### config.mk
export PLATFORM = sky130hd
export DESIGN_NAME = segment_fit_allocator_unit_flat
export DESIGN_NICKNAME = d
export VERILOG_FILES = /design/src/design/sfa_pkg.sv /design/src/design/sfa_req_if.sv /design/src/design/sfa_rsp_if.sv /design/src/design/segment_fit_allocator_unit.sv /design/src/design/sfa_ram.sv /design/src/design/sfa_ctrl.sv /design/src/design/sfa_datapath.sv /design/src/flat_wrapper.sv
export VERILOG_INCLUDE_DIRS = /design/src /design/src/design
export SDC_FILE = /design/constraint.sdc
export NUM_CORES = 1
export LEC_CHECK = 0
export ABC_AREA = 1
export BUFFER_PORTS_ARGS = -buffer_cell sky130_fd_sc_hd__buf_4
export CORE_UTILIZATION = 55
export CTS_CLUSTER_SIZE = 8
export DETAILED_ROUTE_END_ITERATION = 8
export HOLD_SLACK_MARGIN = 0.15
export PLACE_DENSITY = 0.75
export SYNTH_ARGS = -nofsm -noshare
export SYNTH_HDL_FRONTEND = slang
export SYNTH_SLANG_ARGS = --single-unit
### constraint.sdc
create_clock -name clk -period 14.8 [get_ports clk]
set_input_delay 0 -clock clk [delete_from_list [all_inputs] [get_ports clk]]
set_output_delay 0 -clock clk [all_outputs]
set_load 0.05 [all_outputs]
### src/design/segment_fit_allocator_unit_defines.svh
// Shared assertion macros for the segment fit allocator.
`ifndef SEGMENT_FIT_ALLOCATOR_UNIT_DEFINES_SVH
`define SEGMENT_FIT_ALLOCATOR_UNIT_DEFINES_SVH

// Same-cycle implication, disabled while reset is low
`define SFA_ASSERT_IMPL(name, clk, rst_n, ante, cons) \
    name: assert property (@(posedge clk) disable iff (!rst_n) (ante) |-> (cons)) \
        else $error("segment fit allocator check failed");

// Next-cycle implication, disabled while reset is low
`define SFA_ASSERT_NEXT(name, clk, rst_n, ante, cons) \
    name: assert property (@(posedge clk) disable iff (!rst_n) (ante) |=> (cons)) \
        else $error("segment fit allocator check failed");

`endif

### src/design/sfa_pkg.sv
`default_nettype none

package sfa_pkg;

    // Field widths of the item and result channels
    localparam int MODE_W   = 2;
    localparam int OWNER_W  = 8;
    localparam int SIZE_W   = 17;
    localparam int STATUS_W = 2;
    localparam int START_W  = 16;
    localparam int INDEX_W  = 4;

    // Defaults for the top level parameters
    localparam int MAX_SEGS_DEF  = 16;
    localparam int MEM_WORDS_DEF = 65536;

    // Owner code that marks a free hole
    localparam logic [OWNER_W-1:0] HOLE_ID = 8'd90;

    // Request modes
    localparam logic [MODE_W-1:0] MODE_BEST   = 2'd0;
    localparam logic [MODE_W-1:0] MODE_WORST  = 2'd1;
    localparam logic [MODE_W-1:0] MODE_FIRST  = 2'd2;
    localparam logic [MODE_W-1:0] MODE_APPEND = 2'd3;

    // Result codes
    typedef enum logic [STATUS_W-1:0] {
        RES_DONE   = 2'd0,
        RES_NO_FIT = 2'd1,
        RES_FULL   = 2'd2,
        RES_SIZE   = 2'd3
    } res_code_t;

    // Controller states
    typedef enum logic [2:0] {
        ST_IDLE,
        ST_CHECK,
        ST_SCAN,
        ST_DECIDE,
        ST_SHIFT,
        ST_HOLE,
        ST_OWN,
        ST_RESP
    } state_t;

    // Commands from controller to datapath
    typedef struct packed {
        logic      capture;
        logic      append_wr;
        logic      scan_start;
        logic      scan_step;
        logic      shift_start;
        logic      shift_step;
        logic      hole_wr;
        logic      own_wr;
        logic      fail;
        res_code_t fail_code;
        logic      load_out;
    } ctl_cmd_t;

    // Status from datapath to controller
    typedef struct packed {
        logic size_zero;
        logic is_append;
        logic table_full;
        logic append_ovf;
        logic scan_done;
        logic found;
        logic exact;
        logic shift_done;
        logic out_free;
    } dp_stat_t;

endpackage

`default_nettype wire

### src/design/sfa_req_if.sv
`default_nettype none

interface sfa_req_if
    import sfa_pkg::*;
();
    logic               valid;
    logic               ready;
    logic [MODE_W-1:0]  mode;
    logic [OWNER_W-1:0] owner_id;
    logic [SIZE_W-1:0]  request_size;

    modport source (output valid, output mode, output owner_id, output request_size,
                    input ready);
    modport sink   (input valid, input mode, input owner_id, input request_size,
                    output ready);
endinterface

`default_nettype wire

### src/design/sfa_rsp_if.sv
`default_nettype none

interface sfa_rsp_if
    import sfa_pkg::*;
();
    logic                valid;
    logic                ready;
    logic [STATUS_W-1:0] status;
    logic [START_W-1:0]  seg_start;
    logic [INDEX_W-1:0]  seg_index;
    logic [SIZE_W-1:0]   hole_left;

    modport source (output valid, output status, output seg_start, output seg_index,
                    output hole_left, input ready);
    modport sink   (input valid, input status, input seg_start, input seg_index,
                    input hole_left, output ready);
endinterface

`default_nettype wire

### src/design/segment_fit_allocator_unit.sv
// Flow: a zero-size item or an append is answered straight after the check state.
// A fit scans the table entries in order, and a split then moves the entries after
// the pick up one slot before it writes the remainder hole; the table memory, read
// one entry per cycle, paces the scan and the shift. One item is in work at a time;
// the next item is accepted only after the last result is loaded into the output register.
// Reset clears the segment count and append point; table contents stay undefined.
`default_nettype none

module segment_fit_allocator_unit
    import sfa_pkg::*;
#(
    parameter int MAX_SEGS  = MAX_SEGS_DEF,
    parameter int MEM_WORDS = MEM_WORDS_DEF
) (
    input  wire logic clk,
    input  wire logic rst_n,
    sfa_req_if.sink   req,
    sfa_rsp_if.source rsp
);

    ctl_cmd_t cmd;
    dp_stat_t stat;

    sfa_ctrl u_ctrl (
        .clk       (clk),
        .rst_n     (rst_n),
        .req_valid (req.valid),
        .req_ready (req.ready),
        .stat      (stat),
        .cmd       (cmd)
    );

    sfa_datapath #(
        .MAX_SEGS  (MAX_SEGS),
        .MEM_WORDS (MEM_WORDS)
    ) u_datapath (
        .clk          (clk),
        .rst_n        (rst_n),
        .cmd          (cmd),
        .stat         (stat),
        .mode         (req.mode),
        .owner_id     (req.owner_id),
        .request_size (req.request_size),
        .rsp_ready    (rsp.ready),
        .rsp_valid    (rsp.valid),
        .status       (rsp.status),
        .seg_start    (rsp.seg_start),
        .seg_index    (rsp.seg_index),
        .hole_left    (rsp.hole_left)
    );

endmodule

`default_nettype wire

### src/design/sfa_ram.sv
`default_nettype none

module sfa_ram #(
    parameter int WIDTH = 8,
    parameter int DEPTH = 16
) (
    input  wire logic                     clk,
    input  wire logic                     we,
    input  wire logic [$clog2(DEPTH)-1:0] waddr,
    input  wire logic [WIDTH-1:0]         wdata,
    input  wire logic [$clog2(DEPTH)-1:0] raddr,
    output logic      [WIDTH-1:0]         rdata
);

    logic [WIDTH-1:0] mem [DEPTH];

    // Write port
    always_ff @(posedge clk)
    begin
        if (we)
        begin
            mem[waddr] <= wdata;
        end
    end

    // Registered read port
    always_ff @(posedge clk)
    begin
        rdata <= mem[raddr];
    end

endmodule

`default_nettype wire

### src/design/sfa_ctrl.sv
`default_nettype none

module sfa_ctrl
    import sfa_pkg::*;
(
    input  wire logic     clk,
    input  wire logic     rst_n,
    input  wire logic     req_valid,
    output logic          req_ready,
    input  wire dp_stat_t stat,
    output ctl_cmd_t      cmd
);

    state_t state_reg;
    state_t state_next;

    // Hold state
    always_ff @(posedge clk or negedge rst_n)
    begin
        if (!rst_n)
        begin
            state_reg <= ST_IDLE;
        end
        else
        begin
            state_reg <= state_next;
        end
    end

    // Next state
    always_comb
    begin
        state_next = state_reg;
        unique case (state_reg)
            ST_IDLE:
            begin
                if (req_valid)
                begin
                    state_next = ST_CHECK;
                end
            end
            ST_CHECK:
            begin
                if (stat.size_zero || stat.is_append)
                begin
                    state_next = ST_RESP;
                end
                else
                begin
                    state_next = ST_SCAN;
                end
            end
            ST_SCAN:
            begin
                if (stat.scan_done)
                begin
                    state_next = ST_DECIDE;
                end
            end
            ST_DECIDE:
            begin
                priority if (!stat.found)
                begin
                    state_next = ST_RESP;
                end
                else if (stat.exact)
                begin
                    state_next = ST_OWN;
                end
                else if (stat.table_full)
                begin
                    state_next = ST_RESP;
                end
                else
                begin
                    state_next = ST_SHIFT;
                end
            end
            ST_SHIFT:
            begin
                if (stat.shift_done)
                begin
                    state_next = ST_HOLE;
                end
            end
            ST_HOLE:
            begin
                state_next = ST_OWN;
            end
            ST_OWN:
            begin
                state_next = ST_RESP;
            end
            ST_RESP:
            begin
                if (stat.out_free)
                begin
                    state_next = ST_IDLE;
                end
            end
            default:
            begin
                state_next = ST_IDLE;
            end
        endcase
    end

    // Outputs
    always_comb
    begin
        cmd       = '0;
        cmd.fail_code = RES_DONE;
        req_ready = 1'b0;
        unique case (state_reg)
            ST_IDLE:
            begin
                req_ready   = 1'b1;
                cmd.capture = req_valid;
            end
            ST_CHECK:
            begin
                priority if (stat.size_zero)
                begin
                    cmd.fail      = 1'b1;
                    cmd.fail_code = RES_SIZE;
                end
                else if (stat.is_append && stat.table_full)
                begin
                    cmd.fail      = 1'b1;
                    cmd.fail_code = RES_FULL;
                end
                else if (stat.is_append && stat.append_ovf)
                begin
                    cmd.fail      = 1'b1;
                    cmd.fail_code = RES_SIZE;
                end
                else if (stat.is_append)
                begin
                    cmd.append_wr = 1'b1;
                end
                else
                begin
                    cmd.scan_start = 1'b1;
                end
            end
            ST_SCAN:
            begin
                cmd.scan_step = 1'b1;
            end
            ST_DECIDE:
            begin
                priority if (!stat.found)
                begin
                    cmd.fail      = 1'b1;
                    cmd.fail_code = RES_NO_FIT;
                end
                else if (stat.exact)
                begin
                    cmd.fail = 1'b0;
                end
                else if (stat.table_full)
                begin
                    cmd.fail      = 1'b1;
                    cmd.fail_code = RES_FULL;
                end
                else
                begin
                    cmd.shift_start = 1'b1;
                end
            end
            ST_SHIFT:
            begin
                cmd.shift_step = 1'b1;
            end
            ST_HOLE:
            begin
                cmd.hole_wr = 1'b1;
            end
            ST_OWN:
            begin
                cmd.own_wr = 1'b1;
            end
            ST_RESP:
            begin
                cmd.load_out = stat.out_free;
            end
            default:
            begin
                cmd.fail = 1'b0;
            end
        endcase
    end

endmodule

`default_nettype wire

### src/design/sfa_datapath.sv
`default_nettype none
`include "segment_fit_allocator_unit_defines.svh"

module sfa_datapath
    import sfa_pkg::*;
#(
    parameter int MAX_SEGS  = MAX_SEGS_DEF,
    parameter int MEM_WORDS = MEM_WORDS_DEF
) (
    input  wire logic                clk,
    input  wire logic                rst_n,
    input  wire ctl_cmd_t            cmd,
    output dp_stat_t                 stat,
    input  wire logic [MODE_W-1:0]   mode,
    input  wire logic [OWNER_W-1:0]  owner_id,
    input  wire logic [SIZE_W-1:0]   request_size,
    input  wire logic                rsp_ready,
    output logic                     rsp_valid,
    output logic [STATUS_W-1:0]      status,
    output logic [START_W-1:0]       seg_start,
    output logic [INDEX_W-1:0]       seg_index,
    output logic [SIZE_W-1:0]        hole_left
);

    localparam int AW   = $clog2(MAX_SEGS);
    localparam int CW   = $clog2(MAX_SEGS + 1);
    localparam int BW   = $clog2(MEM_WORDS + 1);
    localparam int SUMW = ((BW > SIZE_W) ? BW : SIZE_W) + 1;
    localparam int EW   = OWNER_W + BW + SIZE_W;

    // Captured item
    logic [MODE_W-1:0]  mode_reg;
    logic [OWNER_W-1:0] owner_reg;
    logic [SIZE_W-1:0]  size_reg;

    // Table bookkeeping
    logic [CW-1:0] count_reg,     count_next;
    logic [BW-1:0] append_pt_reg, append_pt_next;

    // Scan and shift sequencing
    logic [CW-1:0]     ptr_reg,       ptr_next;
    logic              rd_vld_reg,    rd_vld_next;
    logic [CW-1:0]     rd_idx_reg,    rd_idx_next;
    logic              found_reg,     found_next;
    logic [AW-1:0]     pick_reg,      pick_next;
    logic [SIZE_W-1:0] best_reg,      best_next;
    logic [BW-1:0]     pick_base_reg, pick_base_next;

    // Pending result and output register
    res_code_t          res_code_reg,  res_code_next;
    logic [START_W-1:0] res_start_reg, res_start_next;
    logic [INDEX_W-1:0] res_index_reg, res_index_next;
    logic [SIZE_W-1:0]  res_left_reg,  res_left_next;
    logic               out_valid_reg, out_valid_next;
    res_code_t          out_code_reg;
    logic [START_W-1:0] out_start_reg;
    logic [INDEX_W-1:0] out_index_reg;
    logic [SIZE_W-1:0]  out_left_reg;

    // Table memory
    logic          ram_we;
    logic [AW-1:0] ram_waddr;
    logic [EW-1:0] ram_wdata;
    logic [AW-1:0] ram_raddr;
    logic [EW-1:0] ram_rdata;

    // Entry fields and helpers
    logic [OWNER_W-1:0] e_owner;
    logic [BW-1:0]      e_base;
    logic [SIZE_W-1:0]  e_len;
    logic               e_fits;
    logic [SIZE_W-1:0]  e_diff;
    logic               e_take;
    logic               first_stop;
    logic               issue;
    logic [CW-1:0]      pick_ext;
    logic [SUMW-1:0]    append_sum;
    logic [SUMW-1:0]    split_sum;
    logic [BW+START_W-1:0] append_base_ext;
    logic [BW+START_W-1:0] pick_base_ext;
    logic [AW+INDEX_W-1:0] count_idx_ext;
    logic [AW+INDEX_W-1:0] pick_idx_ext;

    sfa_ram #(
        .WIDTH (EW),
        .DEPTH (MAX_SEGS)
    ) u_table (
        .clk   (clk),
        .we    (ram_we),
        .waddr (ram_waddr),
        .wdata (ram_wdata),
        .raddr (ram_raddr),
        .rdata (ram_rdata)
    );

    // Split the read entry
    assign e_owner = ram_rdata[EW-1 -: OWNER_W];
    assign e_base  = ram_rdata[SIZE_W +: BW];
    assign e_len   = ram_rdata[SIZE_W-1:0];
    assign e_fits  = (e_owner == HOLE_ID) && (e_len >= size_reg);
    assign e_diff  = e_len - size_reg;
    assign e_take  = e_fits && (!found_reg
                     || ((mode_reg == MODE_BEST) && (e_diff < best_reg))
                     || ((mode_reg == MODE_WORST) && (e_diff > best_reg)));

    assign first_stop = (mode_reg == MODE_FIRST) && found_reg;
    assign pick_ext   = CW'(pick_reg);
    assign append_sum = SUMW'(append_pt_reg) + SUMW'(size_reg);
    assign split_sum  = SUMW'(pick_base_reg) + SUMW'(size_reg);

    // Fit output fields to the fixed result widths
    assign append_base_ext = {{START_W{1'b0}}, append_pt_reg};
    assign pick_base_ext   = {{START_W{1'b0}}, pick_base_reg};
    assign count_idx_ext   = {{INDEX_W{1'b0}}, count_reg[AW-1:0]};
    assign pick_idx_ext    = {{INDEX_W{1'b0}}, pick_reg};

    // Read issue: upward during scan, downward during shift
    always_comb
    begin
        issue = 1'b0;
        if (cmd.scan_step)
        begin
            issue = (ptr_reg < count_reg) && !first_stop;
        end
        else if (cmd.shift_step)
        begin
            issue = ptr_reg > pick_ext;
        end
    end

    assign ram_raddr = ptr_reg[AW-1:0];

    // Table write port
    always_comb
    begin
        ram_we    = 1'b0;
        ram_waddr = pick_reg;
        ram_wdata = {owner_reg, pick_base_reg, size_reg};
        priority if (cmd.append_wr)
        begin
            ram_we    = 1'b1;
            ram_waddr = count_reg[AW-1:0];
            ram_wdata = {owner_reg, append_pt_reg, size_reg};
        end
        else if (cmd.shift_step && rd_vld_reg)
        begin
            ram_we    = 1'b1;
            ram_waddr = AW'(rd_idx_reg + 1'b1);
            ram_wdata = ram_rdata;
        end
        else if (cmd.hole_wr)
        begin
            ram_we    = 1'b1;
            ram_waddr = AW'(pick_ext + 1'b1);
            ram_wdata = {HOLE_ID, BW'(split_sum), best_reg};
        end
        else if (cmd.own_wr)
        begin
            ram_we = 1'b1;
        end
    end

    // Sequencer and search registers
    always_comb
    begin
        ptr_next       = ptr_reg;
        rd_vld_next    = 1'b0;
        rd_idx_next    = ptr_reg;
        found_next     = found_reg;
        pick_next      = pick_reg;
        best_next      = best_reg;
        pick_base_next = pick_base_reg;
        count_next     = count_reg;
        append_pt_next = append_pt_reg;
        if (cmd.scan_start)
        begin
            ptr_next   = '0;
            found_next = 1'b0;
        end
        if (cmd.shift_start)
        begin
            ptr_next = CW'(count_reg - 1'b1);
        end
        if (cmd.scan_step)
        begin
            rd_vld_next = issue;
            if (issue)
            begin
                ptr_next = CW'(ptr_reg + 1'b1);
            end
            if (rd_vld_reg && e_take)
            begin
                found_next     = 1'b1;
                pick_next      = rd_idx_reg[AW-1:0];
                best_next      = e_diff;
                pick_base_next = e_base;
            end
        end
        if (cmd.shift_step)
        begin
            rd_vld_next = issue;
            if (issue)
            begin
                ptr_next = CW'(ptr_reg - 1'b1);
            end
        end
        if (cmd.append_wr)
        begin
            count_next     = CW'(count_reg + 1'b1);
            append_pt_next = BW'(append_sum);
        end
        if (cmd.own_wr && (best_reg != '0))
        begin
            count_next = CW'(count_reg + 1'b1);
        end
    end

    // Pending result and output register
    always_comb
    begin
        res_code_next  = res_code_reg;
        res_start_next = res_start_reg;
        res_index_next = res_index_reg;
        res_left_next  = res_left_reg;
        out_valid_next = out_valid_reg;
        priority if (cmd.fail)
        begin
            res_code_next  = cmd.fail_code;
            res_start_next = '0;
            res_index_next = '0;
            res_left_next  = '0;
        end
        else if (cmd.append_wr)
        begin
            res_code_next  = RES_DONE;
            res_start_next = append_base_ext[START_W-1:0];
            res_index_next = count_idx_ext[INDEX_W-1:0];
            res_left_next  = '0;
        end
        else if (cmd.own_wr)
        begin
            res_code_next  = RES_DONE;
            res_start_next = pick_base_ext[START_W-1:0];
            res_index_next = pick_idx_ext[INDEX_W-1:0];
            res_left_next  = best_reg;
        end
        else
        begin
            res_code_next = res_code_reg;
        end
        if (rsp_valid && rsp_ready)
        begin
            out_valid_next = 1'b0;
        end
        if (cmd.load_out)
        begin
            out_valid_next = 1'b1;
        end
    end

    // Control registers
    always_ff @(posedge clk or negedge rst_n)
    begin
        if (!rst_n)
        begin
            count_reg     <= '0;
            append_pt_reg <= '0;
            rd_vld_reg    <= 1'b0;
            found_reg     <= 1'b0;
            out_valid_reg <= 1'b0;
        end
        else
        begin
            count_reg     <= count_next;
            append_pt_reg <= append_pt_next;
            rd_vld_reg    <= rd_vld_next;
            found_reg     <= found_next;
            out_valid_reg <= out_valid_next;
        end
    end

    // Payload registers
    always_ff @(posedge clk)
    begin
        if (cmd.capture)
        begin
            mode_reg  <= mode;
            owner_reg <= owner_id;
            size_reg  <= request_size;
        end
        ptr_reg       <= ptr_next;
        rd_idx_reg    <= rd_idx_next;
        pick_reg      <= pick_next;
        best_reg      <= best_next;
        pick_base_reg <= pick_base_next;
        res_code_reg  <= res_code_next;
        res_start_reg <= res_start_next;
        res_index_reg <= res_index_next;
        res_left_reg  <= res_left_next;
        if (cmd.load_out)
        begin
            out_code_reg  <= res_code_reg;
            out_start_reg <= res_start_reg;
            out_index_reg <= res_index_reg;
            out_left_reg  <= res_left_reg;
        end
    end

    // Status to controller
    always_comb
    begin
        stat            = '0;
        stat.size_zero  = (size_reg == '0);
        stat.is_append  = (mode_reg == MODE_APPEND);
        stat.table_full = (count_reg >= CW'(MAX_SEGS));
        stat.append_ovf = (append_sum > SUMW'(MEM_WORDS));
        stat.scan_done  = first_stop || ((ptr_reg >= count_reg) && !rd_vld_reg);
        stat.found      = found_reg;
        stat.exact      = (best_reg == '0);
        stat.shift_done = (ptr_reg == pick_ext) && !rd_vld_reg;
        stat.out_free   = !out_valid_reg || rsp_ready;
    end

    assign rsp_valid = out_valid_reg;
    assign status    = out_code_reg;
    assign seg_start = out_start_reg;
    assign seg_index = out_index_reg;
    assign hole_left = out_left_reg;

    `SFA_ASSERT_IMPL(a_count_bound, clk, rst_n, 1'b1, count_reg <= CW'(MAX_SEGS))
    `SFA_ASSERT_NEXT(a_split_grows, clk, rst_n, cmd.own_wr && !stat.exact, count_reg == CW'($past(count_reg) + 1'b1))
    `SFA_ASSERT_IMPL(a_shift_range, clk, rst_n, cmd.shift_step && rd_vld_reg, (rd_idx_reg < count_reg) && (rd_idx_reg > pick_ext))
    `SFA_ASSERT_IMPL(a_append_up, clk, rst_n, !$stable(append_pt_reg), append_pt_reg > $past(append_pt_reg))

endmodule

`default_nettype wire

### src/flat_wrapper.sv
// flat-port wrapper written by rule: the top's interface ports become plain ports
module segment_fit_allocator_unit_flat import sfa_pkg::*;
#(
    parameter int MAX_SEGS  = MAX_SEGS_DEF,
    parameter int MEM_WORDS = MEM_WORDS_DEF
)
  (clk, rst_n, req_valid, req_mode, req_owner_id, req_request_size, req_ready, rsp_valid, rsp_status, rsp_seg_start, rsp_seg_index, rsp_hole_left, rsp_ready);
  sfa_req_if req_i ();
  sfa_rsp_if rsp_i ();
  input  wire logic clk;
  input  wire logic rst_n;
  input wire logic [$bits(req_i.valid)-1:0] req_valid;
  input wire logic [$bits(req_i.mode)-1:0] req_mode;
  input wire logic [$bits(req_i.owner_id)-1:0] req_owner_id;
  input wire logic [$bits(req_i.request_size)-1:0] req_request_size;
  output wire logic [$bits(req_i.ready)-1:0] req_ready;
  output wire logic [$bits(rsp_i.valid)-1:0] rsp_valid;
  output wire logic [$bits(rsp_i.status)-1:0] rsp_status;
  output wire logic [$bits(rsp_i.seg_start)-1:0] rsp_seg_start;
  output wire logic [$bits(rsp_i.seg_index)-1:0] rsp_seg_index;
  output wire logic [$bits(rsp_i.hole_left)-1:0] rsp_hole_left;
  input wire logic [$bits(rsp_i.ready)-1:0] rsp_ready;
  assign req_i.valid = req_valid;
  assign req_i.mode = req_mode;
  assign req_i.owner_id = req_owner_id;
  assign req_i.request_size = req_request_size;
  assign req_ready = req_i.ready;
  assign rsp_valid = rsp_i.valid;
  assign rsp_status = rsp_i.status;
  assign rsp_seg_start = rsp_i.seg_start;
  assign rsp_seg_index = rsp_i.seg_index;
  assign rsp_hole_left = rsp_i.hole_left;
  assign rsp_i.ready = rsp_ready;
  segment_fit_allocator_unit #(.MAX_SEGS(MAX_SEGS), .MEM_WORDS(MEM_WORDS)) u_core (.clk(clk), .rst_n(rst_n), .req(req_i), .rsp(rsp_i));
endmodule
Word-level counts from Yosys, hierarchy flattened
Memories as Yosys holds them, arrays and structs flattened. A register that Yosys moved wholly into a read port is not among the register bits. Index checks and enable logic that the tools add are counted. Widths: inputs -> output; s select.

Memories kept: 1. Word-level logic and storage cells: 161. Register bits after elaboration: 180. Input port bits: 31. Memory bits (writable): 672.

Reduce and logical (&&, ||, !) cells: 35. Muxes and demuxes: 70. $add $sub $neg: 9. Equality and inequality tests: 16. Magnitude comparators: 8.

Memories: u_core.u_datapath.u_table.mem (depth 16, width 42, rd ports 1, clocked after memory_dff 1, write ports 1, RTL line sfa_ram.sv:15) `logic [WIDTH-1:0] mem [DEPTH];`.

Operators by type and width (number): $mux 42 (3); $mux 5 (8); $logic_not 17->1 (2); $mux 16 (2); $mux 3 (10); $mux 1 (29); $pmux 3 s8 (1); $mux 2 (11); $mux 4 (5); $add 17x17->18 (1); $gt 18x17->1 const B (1); $add 17x17->17 (1); $ge 17x17->1 (1); $gt 17x17->1 (1); $lt 17x17->1 (1); $reduce_bool 17->1 (1); $sub 17x17->17 (1); $logic_and 1x1->1 (14); $eq 3x3->1 const B (4); $add 5x1->5 const B (2); $sub 5x1->5 const B (2); $add 4x1->4 const B (2); $eq 8x7->1 const B (1); $eq 3x2->1 const B (2); other kinds (20) (32).

Logic depth before layout (Yosys ltp)
Gate-level depths: netlist of run 1.

Depth in word-level cells: 13. Mapped depth: 24. Depth with buffers taken out: 24.

Hierarchy
A second synthesis of run 1 with hierarchy kept.

Cells, all modules: 4145. Area, all modules: 40575.2 um^2.

Modules (own cells, without submodules): sfa_ram (sequential area each 21020.2 um^2, times used 1, cells an instance 2775, area an instance 29463.3 um^2); sfa_datapath (sequential area each 4729.5 um^2, times used 1, cells an instance 1303, area an instance 10689.0 um^2); sfa_ctrl (sequential area each 75.1 um^2, times used 1, cells an instance 67, area an instance 422.9 um^2).

Worst setup path before layout of run 1
No wires, ideal clock.

Kind: register -> register. Start point: register u_core.u_datapath.size_reg[0]. End point: memory u_core.u_datapath.u_table.mem[0][0] (netlist name) (enable). Required time: 14.361 ns. Path slack: 10.090 ns. Path buffers: 0. Stages on the path, launching flop included: 16. Data arrival time: 4.270 ns. Cell sequence: edfxtp_1 ha_1 fa_1 nand3_1 nand3_1 xnor2_1 nand3_1 nor3_1 nand3_2 nand2_4 nand3_4 nand2_1 inv_1 nor2_1 nand2_1 nor2_1.

Cells in the longest elaborated chain, start to end: 10. Elaborated cells between the ends (all ways): 12. Those cells by class: add/sub (1); order compare (1); mux (8); reduce/logical (2).

RTL lines: from (decl) (RTL line sfa_datapath.sv:34) `logic [SIZE_W-1:0] size_reg;`; from (signal assigned) (RTL line sfa_datapath.sv:289) `size_reg <= request_size;`; $add 17x17->18 (RTL line sfa_datapath.sv:108) `assign append_sum = SUMW'(append_pt_reg) + SUMW'(size_reg);`; $gt 18x17->1 (RTL line sfa_datapath.sv:316) `stat.append_ovf = (append_sum > SUMW'(MEM_WORDS));`; $logic_and 1x1->1 (RTL line sfa_ctrl.sv:132) `else if (stat.is_append && stat.append_ovf)`; $mux 2 (RTL line sfa_ctrl.sv:132); $mux 2 (RTL line sfa_ctrl.sv:127) `else if (stat.is_append && stat.table_full)`; $mux 2 * (RTL line sfa_ctrl.sv:122) `priority if (stat.size_zero)`; $mux 2 * (RTL line sfa_ctrl.sv:114) `unique case (state_reg)`; $mux 1 (RTL line sfa_datapath.sv:139) `priority if (cmd.append_wr)`; $mux 1 (RTL line sfa_ram.sv:20) `if (we)`; $mux 1 (not written as such) (RTL line sfa_ram.sv:22) `mem[waddr] <= wdata;`; to (decl) (RTL line sfa_ram.sv:15).

Mark *: on every way between the ends. The rest lies on a longest branch, timed or not.

Worst setup path after layout of run 1
Start point: register u_core.u_datapath.size_reg[1]. End point: register u_core.u_datapath.pick_base_reg[7] (enable).

Cells in the longest elaborated chain, start to end: 8. Elaborated cells between the ends (all ways): 12. Those cells by class: add/sub (1); order compare (3); reduce/logical (8).

RTL lines: $sub 17x17->17 * (RTL line sfa_datapath.sv:101) `assign e_diff = e_len - size_reg;`; net u_core.u_datapath.e_diff[13] (RTL line sfa_datapath.sv:72) `logic [SIZE_W-1:0] e_diff;`; $lt 17x17->1 (RTL line sfa_datapath.sv:103) `|| ((mode_reg == MODE_BEST) && (e_diff < best_reg))`; $logic_and 1x1->1 (RTL line sfa_datapath.sv:103); $logic_or 1x1->1 (RTL line sfa_datapath.sv:103); $logic_or 1x1->1 * (RTL line sfa_datapath.sv:104) `|| ((mode_reg == MODE_WORST) && (e_diff > best_reg)));`; $logic_and 1x1->1 * (RTL line sfa_datapath.sv:102) `assign e_take = e_fits && (!found_reg`; $logic_and 1x1->1 * (RTL line sfa_datapath.sv:191) `if (rd_vld_reg && e_take)`; $reduce_and 2->1 (no line) *; to (signal assigned) (RTL line sfa_datapath.sv:295) `pick_base_reg <= pick_base_next;`; to (decl) (RTL line sfa_datapath.sv:47) `logic [BW-1:0] pick_base_reg, pick_base_next;`.

Mark *: on every way through the listed nets, which the timed path passes. The rest lies on a longest branch. A chain may end at the register's enable or synchronous reset.

==> results of run 1 <==
==> cells by family after synthesis <==
logic type | count (synthesis)
simple gates | 1091
flops | 876
compound gates | 756
buf+inv | 350
fa+ha+maj | 84
xor+xnor | 40
mux | 1
==> worst paths after layout <==
check / to / cells after the start
worst max-delay path: u_core.u_datapath.pick_base_reg[7]$_DFFE_PP_ / 22
worst min-delay path: u_core.u_ctrl.state_reg[0]$_DFFE_PN0P_ / 5
worst max register to register: u_core.u_datapath.pick_base_reg[7]$_DFFE_PP_ / 22
worst min register to register: u_core.u_datapath.hole_left[16]$_DFFE_PP_ / 0
max in group asynchronous: u_core.u_datapath.append_pt_reg[14]$_DFFE_PN0P_ / 4
min in group asynchronous: u_core.u_datapath.append_pt_reg[4]$_DFFE_PN0P_ / 4
==> worst reg2reg max path: cells and delay by family (launching register included) <==
kind / cells / cell delay, ps
buffers and inverters: 4 / 1210
adder cells (fa/ha/maj): 2 / 600
XOR/XNOR: 1 / 230
flip-flops: 1 / 490
AO/OA/AOI/OAI: 7 / 1610
AND/OR/NAND/NOR: 8 / 780
==> metrics by stage <==
| stage | area (sq um) | utilization |
|---|---|---|
| floorplan | 37000 | - |
| global placement | 38500 | 0.582 |
| detailed placement | 38500 | 0.582 |
| CTS | 42600 | 0.643 |
| global route | 42600 | 0.643 |
| finish | 42600 | 0.643 |
==> area by class of cell <==
type | instances | area [sq um]
flip-flops and latches | 876 | 25300
fillers | 4792 | 23600
multi-input cells | 1972 | 10500
clock buffers | 203 | 3310
repair buffers | 185 | 1560
well taps | 864 | 1080
inverters | 181 | 692
clock inverters | 7 | 121
==> layer usage <==
metal | vias up | global-route usage
li1 | 11800 | -
met4 | 0 | 0.119
met3 | 250 | 0.0454
met2 | 1500 | 0.482
met5 | - | 0
met1 | 12800 | 0.389
==> power groups by stage <==
stage                     logic, mW  registers (mW)  clock network (mW)
after floorplan                1.92            3.40                   0
after global placement         2.72            3.41                   0
after detailed placement       2.81            3.42                   0
after CTS                      2.85            3.38                2.53
after global routing           3.18            3.40                2.63
final                          2.89            3.38                2.51
==> synth_stat cells, drive strengths merged, types with 3 or more instances <==
| cell | n | area [sq um] |
|---|---|---|
| o211ai | 27 | 203 |
| nor3 | 19 | 105 |
| a31oi | 21 | 131 |
| o21ai | 445 | 2230 |
| nor2 | 443 | 1740 |
| fa | 3 | 60.1 |
| inv | 177 | 664 |
| o22ai | 111 | 694 |
| o31ai | 3 | 22.5 |
| clkinv | 4 | 15.0 |
| xor2 | 27 | 244 |
| buf | 20 | 145 |
| clkbuf | 149 | 561 |
| nand3 | 150 | 783 |
| nor4 | 6 | 37.5 |
| nand2 | 441 | 1690 |
| or2 | 6 | 37.5 |
| a21o | 6 | 45.0 |
| nand4 | 20 | 140 |
| a21oi | 66 | 345 |
| o221ai | 68 | 596 |
| edfxtp | 761 | 22900 |
| dfxtp | 87 | 1740 |
| a211oi | 4 | 30.0 |
| dfrtp | 28 | 701 |
| nand3b | 4 | 30.0 |
| ha | 81 | 1010 |
| xnor2 | 13 | 114 |
==> timing repair <==
action                                 4_1_cts  5_1_grt
setup buffers                                0        0
endpoints found under the hold margin      107        0
hold buffers                                60        0
resized for setup                            0        0
setup endpoints to repair                    0        0
==> metrics.txt, run 1 <==
status=complete, no violations; largest net degree at the start of global routing=201; Hold Path Class=input pin to register; critical-path cell list=inv_1 > ha_1 > nand2_1 > o21ai_0 > nand2_1 > nand2_1 > a21oi_1 > o21ai_0 > a21oi_1 > o21ai_0 > nand3_1 > nand2_1 > xor2_1 > ha_1 > nand3_1 > inv_1 > a21oi_1 > nand3_1 > o21ai_0 > nand3_1 > inv_1 > buf_4; fraction of the cycle the final worst path needs=0.359; crit path capture type=register; Finished Layout Cells=4288; Yosys reg bits=876; Layout area overhead=15.0%; Max-Cap Viols=0; power density over the cells=206 nW/um^2; Finish-stage setup viols=0; post-synthesis xor/xnor area fraction=0.00966; initial antenna violation count=2; Initial DRT Pass Iterations=6; met2 wire len=48100 microns; Rows=94; sequential fraction of the synthesis area=0.683; global-route usage over all layers=0.292; Max Transition Viols Final=0; starting density of the core=0.559; Chip Height=262 microns; CP Data Arrival Time=5640 ps; CTS Root Cell=clkbuf_16; met1 WL=38400 microns; detailed-route wire length per cell=23.3 microns; vias per inst=6.15; Routability Congestion=0.943; Hold WS=342 ps; internal power=5.52 mW; Setup crit start kind=register; Slew headroom=0.0502; Fin Setup TNS=0 ps; total CTS buffers=119; nets@finish=3450; distinct cell type count after synthesis=55; family with the most delay on the worst path=compound AO/OA/AOI/OAI gates; number of flip-flops in the largest register=656; Die Footprint=68400 sq um; CTS H-tree depth=3; core area=66200 sq um; DP Worst Slack=9640 ps; ANT cells=0; clock tree buffer depth=3; Worst path slowest cell=inv_1; mux contribution to synthesized area=0.000405; met3 WL=9850 microns; actual slew at the worst max-slew pin=1420 ps; most common cell after layout, fill and taps aside=edfxtp_1; Post-synth EDFFs=761; synthesized instance count=3198; Clk pin slew, worst setup/hold paths=60 ps; drt drc=0; Most used DFF post-synth=edfxtp_1; syn_area_per_cell=11.6 sq um; vias in the first global route=25800; Detail Placement HPWL=55500 microns; min-delay src=rsp_ready; Synth Area in Adders=0.0290; Sink Count=876; Reg-to-Reg Start=u_core.u_datapath.size_reg[1]$_DFFE_PP_; Placed Cells=4018; share of cells above drive strength 1=0.0943; Post-Synth Simple-Gate Area=0.124; Gate power share=0.329; Sw Share=0.372; Ys Warns=0; CP Buf/Inv Count=4; Crit Path Max Fanout=22; final total power=8.79 mW; remaining antenna violation count after routing=0; unrepaired setup endpoints after global routing=false; vias=26400; commonest non-fill, non-tap cells in the layout=edfxtp_1, nand2_1, o21ai_0; Die Wd=262 microns; CTS tree=done; Max VDD drop=0.000104 V; DR iter-0 viols=3114; crit path kind=register to register; leakage power=15.4 nW; crit-path max cell delay=510 ps; register with the most flip-flops=u_core.u_datapath.u_table.mem; CP required=15120 ps; Post-Route WL=99900 microns; Synth Area in Compound Gates=0.117; Period minus WS final=5320 ps; final hold viol count=0; Critical Path Source=u_core.u_datapath.size_reg[1]$_DFFE_PP_; Syn Nets=3313; Port Buf Inserts=71; Clk Latency, worst-skew pair=690 ps; P_sw=3.27 mW; max frequency=0.188 GHz; Netlist Area Pre-Place=37000 sq um; Seq pwr share=0.385; FFs w/ async S/R, synth=0.0320; r2r setup slk=9480 ps; IO Pins=72; final worst slack=9480 ps; largest family of logic cells by synthesized area=simple AND/OR/NAND/NOR gates; Highest Signal Layer=met4; clock network power share=0.286; clock skew=47.7 ps; first-pass GRT wire length=149000 microns; biggest regs=u_core.u_datapath.u_table.mem x656, u_core.u_datapath.u_table.rdata x41; total grt overflow=0
Power figures use the tool's default switching activity.
==> inputs of run 2 (changes only) <==
==> constraint.sdc (replaced) <==
create_clock -name clk -period 5.4 [get_ports clk]
set_input_delay 0 -clock clk [delete_from_list [all_inputs] [get_ports clk]]
set_output_delay 0 -clock clk [all_outputs]
set_load 0.05 [all_outputs]
==> run 2 against run 1 <==
Effect of this change:
- clock-buffer cell count decreased by 8
- cell count rose by 0.40%
- wire length is 0.37% higher
- largest power group unchanged
- critical path type unchanged
- clock power grew to 2.7 times the previous value
- fmax rose by 15%
- worst hold slack worse by 100 ps
- flip-flop and latch count unchanged
- combinational power grew to 2.8 times the previous value
- global-route usage increased by 0.22 points
==> metrics.txt, run 2 (synthesized netlist as in run 1, its figures left out) <==
total grt overflow=0 (unchanged); Max Transition Viols Final=0 (unchanged); Slew headroom=0.0502 (about the same); Finish-stage setup viols=0 (unchanged); biggest regs=u_core.u_datapath.u_table.mem x656, u_core.u_datapath.u_table.rdata x41; critical-path cell list=inv_1 > ha_1 > nand2_1 > o21ai_0 > nand2_1 > nand2_1 > a21oi_1 > o21ai_0 > a21oi_1 > o21ai_0 > nand3_1 > nand2_1 > xor2_1 > ha_1 > nand3_1 > inv_1 > a21oi_1 > nand3_1 > o21ai_0 > nand3_1 > inv_1 > buf_4; WHS Endpoint=u_core.u_ctrl.state_reg[0]$_DFFE_PN0P_; Worst R2R End=u_core.u_datapath.pick_reg[2]$_DFFE_PP_; Die Footprint=68400 sq um (unchanged); Rows=94 (unchanged); CTS Hold Buffers Added=60 (unchanged); vias in the first global route=25500 (-1.2%); Crit Path Max Fanout=20 (-9.1%); Highest Signal Layer=met4; CTS Root Cell=clkbuf_16; drt drc=0 (unchanged); global-route usage over all layers=0.294 (+0.00218); actual slew at the worst max-slew pin=1420 ps (+0.0180 ps); Hold Path Class=input pin to register; fillcell total=4817 (+0.52%); Post-Route WL=100000 microns (+0.37%); vias per inst=6.10 (-0.82%); largest net degree at the start of global routing=159 (-21%); CTS H-tree depth=3 (unchanged); Initial DRT Pass Iterations=8 (+2); first-pass GRT wire length=151000 microns (+1.1%); CP Data Arrival Time=4940 ps (-700 ps); power density over the cells=564 nW/um^2 (+170%); Clk pin slew, worst setup/hold paths=60 ps (about the same); core area=66200 sq um (unchanged); met1 WL=39400 microns (+2.7%); min-delay src=rsp_ready; Port Buf Inserts=71 (unchanged); Routability Congestion=0.919 (-2.6%); leakage power=15.5 nW (+0.85%); vias=26300 (-0.43%); ANT cells=0 (unchanged); Detail Placement HPWL=58900 microns (+6.1%); crit path kind=register to register; Layout area overhead=15.6%; most common cell after layout, fill and taps aside=edfxtp_1; Post-CTS Setup Repair Bufs=0 (unchanged); Clk Latency, worst-skew pair=700 ps (about the same); Period minus WS final=4630 ps (-690 ps); fraction of the cycle the final worst path needs=0.857 (+0.498); starting density of the core=0.559 (unchanged); share of cells above drive strength 1=0.102 (+0.00738); Fin Setup TNS=0 ps (unchanged); clock tree buffer depth=3 (unchanged); Critical Path Source=u_core.u_datapath.size_reg[1]$_DFFE_PP_; IO Pins=72 (unchanged); Max-Cap Viols=0 (unchanged); crit-path max cell delay=470 ps (-40 ps); DR iter-0 viols=3224 (+3.5%); remaining antenna violation count after routing=0 (unchanged); final hold viol count=0 (unchanged); number of flip-flops in the largest register=656 (unchanged); met3 WL=9870 microns (+0.20%); Hold WS=242 ps (-100 ps); nets@finish=3475 (+0.72%); hold path cells=5 (unchanged); clock skew=59.0 ps (+11.3 ps); initial antenna violation count=1 (-1); Worst path slowest cell=edfxtp_1; CTS tree=done; Max VDD drop=0.000340 V (+230%); PostCTS Resize Cnt=0 (unchanged); status=complete, no violations; crit path capture type=register; register with the most flip-flops=u_core.u_datapath.u_table.mem; FF-to-FF path depth=22 (unchanged); met2 wire len=47300 microns (-1.8%); r2r setup slk=770 ps (-8710 ps); total CTS buffers=119 (unchanged); CP required=5720 ps (-9400 ps); Chip Height=262 microns (unchanged); Sink Count=876 (unchanged); max frequency=0.216 GHz (+15%); detailed-route wire length per cell=23.3 microns (about the same); Reg-to-Reg Start=u_core.u_datapath.size_reg[1]$_DFFE_PP_; Setup crit start kind=register; commonest non-fill, non-tap cells in the layout=edfxtp_1, nand2_1, o21ai_0; unrepaired setup endpoints after global routing=false; Die Wd=262 microns (unchanged)
[run 2: cell count changes in the layout (fill, tap and decap cells not counted), sizes merged]
cell	change
buf	+25
clkbuf	-8
clkinv	+3
inv	-3
[run 2: how the worst max path moves through the flow]
stage                     cells after the start                                             to
after floorplan                              15  u_core.u_datapath.u_table.mem[0][0]$_DFFE_PP_
after global placement                       23  u_core.u_datapath.pick_base_reg[11]$_DFFE_PP_
after detailed placement                     22  u_core.u_datapath.pick_base_reg[11]$_DFFE_PP_
after CTS                                    22  u_core.u_datapath.pick_base_reg[14]$_DFFE_PP_
after global routing                         23   u_core.u_datapath.pick_base_reg[6]$_DFFE_PP_
final                                        22        u_core.u_datapath.pick_reg[2]$_DFFE_PP_
[run 2: critical path: cells and delay by family, from the launching register on]
| family | cells | cell delay [ps] |
|---|---|---|
| adders and majority gates | 2 | 570 |
| AOI/OAI and AO/OA | 7 | 1550 |
| xor gates and xnor gates | 1 | 190 |
| buffers and inverters | 4 | 640 |
| and+or+nand+nor | 8 | 800 |
| DFF | 1 | 470 |
[run 2: cell type report]
class | instances | area [sq um] | share of cell area
sequential | 876 | 25300 | 0.591
clock inverter | 7 | 161 | 0.00377
clock buffer | 195 | 3260 | 0.0762
inverter | 181 | 692 | 0.0162
multi-input combinational | 1972 | 10500 | 0.246
timing repair buffer | 210 | 1800 | 0.0420
tap | 864 | 1080 | 0.0252
[run 2: where the power goes]
part           total [mW]  internal [mW]  leakage, nW  switching, mW
Clock                6.84           4.07         1.62           2.76
Combinational        7.98           2.36         5.94           5.62
Sequential           9.33           8.68         7.96          0.651
Total                24.1           15.1         15.5           9.04
[run 2: layer usage]
layer / up-vias / global-route usage
li1: 11900 / -
met1: 12700 / 0.396
met2: 1421 / 0.475
met3: 240 / 0.0553
met4: 0 / 0.115
met5: - / 0
[run 2: per-stage QoR]
step | worst slack, ps | power, mW | util | area [sq um] | instances
final | 773 | 24.1 | 0.647 | 42800 | 4305
after floorplan | 690 | 14.6 | - | 37000 | 3198
after detailed placement | 803 | 17.2 | 0.586 | 38800 | 4043
after global routing | 380 | 25.3 | 0.647 | 42800 | 4305
after CTS | 744 | 24.1 | 0.647 | 42800 | 4305
after global placement | 815 | 17.0 | 0.586 | 38800 | 4043
